$ cat config.mk
export PLATFORM = sky130hd
export DESIGN_NAME = zmp_queue
export DESIGN_NICKNAME = d
export VERILOG_FILES = /design/src/rtl/zmp_preview_controller_core_macros.svh /design/src/rtl/zmp_pkg.sv /design/src/rtl/zmp_queue.sv
export SDC_FILE = /design/constraint.sdc
export NUM_CORES = 1
export LEC_CHECK = 0
export BUFFER_PORTS_ARGS = -buffer_cell sky130_fd_sc_hd__buf_4
export CELL_PAD_IN_SITES_DETAIL_PLACEMENT = 0
export CELL_PAD_IN_SITES_GLOBAL_PLACEMENT = 2
export CORE_ASPECT_RATIO = 0.75
export CORE_MARGIN = 3
export CORE_UTILIZATION = 40
export CTS_BUF_LIST = sky130_fd_sc_hd__clkbuf_8
export CTS_CLUSTER_SIZE = 28
export DETAILED_ROUTE_END_ITERATION = 8
export PLACE_DENSITY = 0.89
export SLEW_MARGIN = 40
export SYNTH_ARGS = -nofsm -noshare
export SYNTH_HDL_FRONTEND = slang
export SYNTH_SLANG_ARGS = --single-unit
$ cat constraint.sdc
create_clock -name clk_i -period 18.3 [get_ports clk_i]
set_input_delay 3.66 -clock clk_i [delete_from_list [all_inputs] [get_ports clk_i]]
set_output_delay 3.66 -clock clk_i [all_outputs]
set_load 0.05 [all_outputs]
$ cat src/rtl/zmp_preview_controller_core_macros.svh
// Assertion macros shared by the ZMP preview controller RTL.
`ifndef ZMP_PREVIEW_CONTROLLER_CORE_MACROS_SVH
`define ZMP_PREVIEW_CONTROLLER_CORE_MACROS_SVH

// Invariant checked at every rising clock edge outside reset.
`define ZMP_ASSERT(lbl, expr, msg) \
  lbl: assert property (@(posedge clk_i) disable iff (!rst_ni) (expr)) else $error(msg);

// Same-cycle implication.
`define ZMP_ASSERT_IMPL(lbl, ante, cons, msg) \
  lbl: assert property (@(posedge clk_i) disable iff (!rst_ni) (ante) |-> (cons)) \
    else $error(msg);

// Next-cycle implication.
`define ZMP_ASSERT_NEXT(lbl, ante, cons, msg) \
  lbl: assert property (@(posedge clk_i) disable iff (!rst_ni) (ante) |=> (cons)) \
    else $error(msg);

`endif

$ cat src/rtl/zmp_pkg.sv
// Types and constants shared by the ZMP preview controller modules.
`timescale 1ns / 1ps
package zmp_pkg;

  // Accumulator width: covers the widest state-update sum with margin
  localparam int unsigned ACC_W = 112;
  // Entries in the queue between front and back
  localparam int unsigned QUEUE_DEPTH = 2;

  // Input opcode values
  localparam logic OPC_GAIN = 1'b0;

  // Configuration register indexes
  typedef enum logic [2:0] {
    REG_STEP_DT   = 3'd0,
    REG_HALF_DT2  = 3'd1,
    REG_SIXTH_DT3 = 3'd2,
    REG_ZMP_RATIO = 3'd3,
    REG_FB_POS    = 3'd4,
    REG_FB_VEL    = 3'd5,
    REG_FB_ACC    = 3'd6
  } cfg_reg_e;

  typedef struct packed {
    logic [39:0]        step_dt;
    logic [39:0]        half_dt2;
    logic [39:0]        sixth_dt3;
    logic [39:0]        zmp_ratio;
    logic signed [39:0] fb_pos;
    logic signed [39:0] fb_vel;
    logic signed [39:0] fb_acc;
  } cfg_t;

  typedef enum logic {
    KIND_GAIN,
    KIND_SAMPLE
  } item_kind_e;

  // One classified transaction held in the queue
  typedef struct packed {
    item_kind_e         kind;
    logic [6:0]         gain_index;
    logic signed [39:0] gain_value;
    logic signed [31:0] ref_x;
    logic signed [31:0] ref_y;
  } q_item_t;

  typedef struct packed {
    logic    valid;
    q_item_t item;
  } q_push_t;

  typedef struct packed {
    logic    valid;
    q_item_t item;
  } q_head_t;

  // Back-end sequencer states
  typedef enum logic [3:0] {
    ST_IDLE,
    ST_PREVIEW,
    ST_FB,
    ST_U_WAIT,
    ST_ZMP,
    ST_ZMP_WAIT,
    ST_N0,
    ST_N0_WAIT,
    ST_N1,
    ST_N1_WAIT,
    ST_N2,
    ST_N2_WAIT,
    ST_OUT
  } back_state_e;

  // Multiplier operand selects
  typedef enum logic [2:0] {
    A_GAIN,
    A_KP,
    A_KV,
    A_KA,
    A_RATIO,
    A_DT,
    A_H,
    A_S6
  } a_sel_e;

  typedef enum logic [2:0] {
    B_WIN,
    B_ST0,
    B_ST1,
    B_ST2,
    B_U
  } b_sel_e;

  // One partial-product operation
  typedef struct packed {
    a_sel_e a_sel;
    b_sel_e b_sel;
    logic   hi;     // upper chunk of the wide operand, weight 2^32
    logic   pre16;  // preview product, weight 2^16
    logic   neg;    // subtract from the accumulator
  } op_desc_t;

endpackage

$ cat src/rtl/zmp_queue.sv
// Short queue of classified transactions between front and back.
`timescale 1ns / 1ps
module zmp_queue
  import zmp_pkg::*;
(
  input  logic    clk_i,
  input  logic    rst_ni,
  input  q_push_t push_i,
  input  logic    pop_i,
  output logic    full_o,
  output q_head_t head_o
);

  localparam int unsigned PW = (QUEUE_DEPTH > 1) ? $clog2(QUEUE_DEPTH) : 1;
  localparam int unsigned CW = $clog2(QUEUE_DEPTH + 1);

  q_item_t        mem_q [QUEUE_DEPTH];
  logic [PW-1:0]  wptr_q, rptr_q;
  logic [CW-1:0]  cnt_q;
  logic           do_push, do_pop;

  assign full_o      = cnt_q == CW'(QUEUE_DEPTH);
  assign head_o.valid = cnt_q != '0;
  assign head_o.item  = mem_q[rptr_q];
  assign do_push     = push_i.valid && !full_o;
  assign do_pop      = pop_i && head_o.valid;

  // Pointer and count update
  always_ff @(posedge clk_i or negedge rst_ni) begin
    if (!rst_ni) begin
      wptr_q <= '0;
      rptr_q <= '0;
      cnt_q  <= '0;
    end else begin
      if (do_push) begin
        wptr_q <= (wptr_q == PW'(QUEUE_DEPTH - 1)) ? '0 : wptr_q + 1'b1;
      end
      if (do_pop) begin
        rptr_q <= (rptr_q == PW'(QUEUE_DEPTH - 1)) ? '0 : rptr_q + 1'b1;
      end
      if (do_push && !do_pop) begin
        cnt_q <= cnt_q + 1'b1;
      end else if (do_pop && !do_push) begin
        cnt_q <= cnt_q - 1'b1;
      end
    end
  end

  // Entry storage
  always_ff @(posedge clk_i) begin
    if (do_push) begin
      mem_q[wptr_q] <= push_i.item;
    end
  end

endmodule

==> key figures <==
Run status
  • Status: finished, final reports clean

Timing
  • # setup viols final: 0
  • Final clock skew: 16.80 ps
  • Hold Slack: 504.7 ps
  • Tcrit/Tclk final: 0.3121
  • Fmax: 175.1 MHz
  • Hold Violations, Final: 0
  • Worst setup margin: 12590 ps
  • Min Tclk post-route: 5712 ps
  • Setup TNS: 0 ps
  • RSZ-0062 raised after global routing: false
  • Measured slew at the worst slew-check pin: 843.5 ps
  • Max-slew violation count: 0
  • Slew margin rel.: 0.4377

Clock network
  • Setup bufs post-CTS: 0
  • CTS H-tree lvls: 2
  • Post-cts resize count: 0
  • CTS tree: yes
  • Clk_lat worst skew: 490 ps
  • Bufs on Longest Clock Path: 3
  • Clk root buf: clkbuf_8
  • Hold-fix buffers at CTS: 0
  • Clock-pin slew on the worst setup and hold paths: 60 ps
  • TritonCTS Buffers: 36
  • Clock sink count: 228

Routing
  • Drt wl/cell: 17.75 µm
  • Drt total wl: 16500 µm
  • Post-DRT Antenna Nets: 0
  • Total number of vias: 4277
  • DRT iter0 DRCs: 255
  • 1st-pass router iterations: 4
  • Via density: 4.599
  • DRC errors left: 0

Synthesis
  • Simple-gate share of the synthesized area: 0.003940
  • Synth warn: 0
  • Post-Syn Instances: 368
  • Syn Area/Cell: 23.30 µm²
  • Cell taking the most area after synthesis: edfxtp_1
  • Synth Area in Compound Gates: 0
  • Synthesis-stage register bit count: 228
  • Post-synthesis xor/xnor area fraction: 0.005108
  • Mapped Nets: 485
  • Synthesized area: 0.008573 mm²
  • Post-synth top area share: 0.7846
  • Adder-Cell Fraction of Synth Area: 0.001459
  • Unique masters post-synth: 16
  • Mux contribution to synthesized area: 0.1778
  • Largest family of logic cells by synthesized area: multiplexers
  • Sequential area share after synthesis: 0.7963
  • Top cells by area, synth: edfxtp_1 78%, mux2_4 12%, mux2_2 5.5%

Global routing
  • Grt ovf: 0
  • M1 GR Usage: 0.1764
  • Met3 Usage GRT: 0.05450
  • Antenna violations before repair: 0
  • Largest net degree at the start of global routing: 90
  • GR peak layer: met2
  • First-pass GRT wire length: 25430 µm
  • M2 GR Usage: 0.2219
  • Number of global-route vias before repair: 4697
  • Tot GR Track Use: 0.1389

Setup path
  • CP Capture Type: primary output
  • Crit path DAT: 2050 ps
  • Nature of the critical path startpoint: flip-flop
  • Reg2Reg Setup Slack: 15710 ps
  • CP required: 14640 ps
  • CP Max Fanout: 37
  • WS Path Type: reg2out

Layout
  • Diode count: 0
  • Area growth syn-to-layout: 31.07%
  • Proportion of layout cells with a drive suffix above 1: 0.6034
  • Layout Nets: 744

Floorplanning
  • Boundary Pins: 230
  • Die Wd: 175.1 µm
  • Die height: 132.8 µm
  • Die Area: 0.02324 mm²
  • Placement row count: 45
  • Core box area: 0.02066 mm²
  • Initial Utilization: 0.4149

Placement
  • RD Place Congestion: 0.7059
  • Placed wire-length estimate: 11010 µm
  • DP Worst Slack: 12620 ps
  • IO buf count: 229

Pwr
  • Pwr dens: 186.4 mW/mm²
  • Leakage: 4.435 nW
  • Worst IR Drop VDD: 0.1164 mV
  • Power Total: 0.002094 W

Run
  • Max-cap viol count: 0

Worst hold path
  • Worst Hold Class: reg2reg
## final timing paths
path                       startpoint            to  cells past startpoint
setup reg to reg             cnt_q[0]  mem_q[0][42]                      4
setup / recovery               rptr_q    head_o[89]                      4
hold / removal               cnt_q[1]      cnt_q[1]                      1
hold reg to reg              cnt_q[1]      cnt_q[1]                      1
min in group asynchronous      rst_ni      cnt_q[0]                      1
max in group asynchronous      rst_ni        rptr_q                      1
## power by group
part / total [W] / internal (W) / switching (W)
logic: 0.000970 / 0.000338 / 0.000632
clock network: 0.000379 / 0.000200 / 0.000179
registers: 0.000746 / 0.000716 / 0.0000293
total: 0.00209 / 0.00125 / 0.000840
## cells by family (layout without fill, tap and decap cells)
logic type	Yosys count	in the layout
xor gates and xnor gates	5	5
adders and majority gates	1	1
buffers and inverters	15	295
DFF	228	228
muxes	112	112
and+or+nand+nor	7	7
## flip-flops by register name, summed over array words and instances, names as in the netlist
signal and cells:
mem_q 224, cnt_q 2, wptr_q 1, rptr_q 1
## stage by stage
stage               instance area (µm²)  instances    util
floorplan                          8573        368       -
global placement                  10560        869  0.5110
detailed placement                10610        871  0.5133
CTS                               11230        930  0.5434
global route                      11240        930  0.5438
finish                            11240        930  0.5438
## cell usage in the layout (no fill, tap or decap)
master     synthesis  layout
nand2b_1           1       1
ha_1               1       1
dfrtp_1            4       3
buf_12             0       2
or2_2              1       1
clkinv_1           0       4
edfxtp_1         224     224
xnor2_1            3       3
bufinv_16          0       1
mux2_2            42      42
clkinv_2           0       3
and3_4             0       1
buf_4              0     229
nand2_1            2       2
dfrtp_4            0       1
buf_6              8       1
nor2_1             2       1
clkbuf_8           0      39
xor2_1             2       2
nor2_4             0       1
inv_1              2      16
mux2_4            70      70
## area by class of cell
| cell class | count | area, µm² |
|---|---|---|
| clock buffer | 37 | 509.2 |
| clock inverter | 22 | 112.6 |
| fill | 1636 | 9427 |
| inverter | 2 | 7.507 |
| multi-input combinational | 125 | 1627 |
| sequential | 228 | 6830 |
| tap | 282 | 352.8 |
| timing repair buffer | 234 | 1798 |
## worst max-delay path: stages (launching register included)
cell and delay [ps]:
dfrtp_4 430, buf_12 240, buf_12 270, mux2_2 370, buf_4 200
## synthesized netlist by cell type, drive strengths merged
cell	instances
buf	13
dfrtp	4
and3	1
nand2	2
xor2	2
mux2	112
nor2	2
or2	1
edfxtp	224
nand2b	1
inv	2
ha	1
xnor2	3
## metal layers
layer	up-vias	routed length [µm]
li1	1966	-
met1	2098	6855
met2	183	7762
met3	30	1553
met4	0	331
met5	-	0
Power figures use the tool's default switching activity.
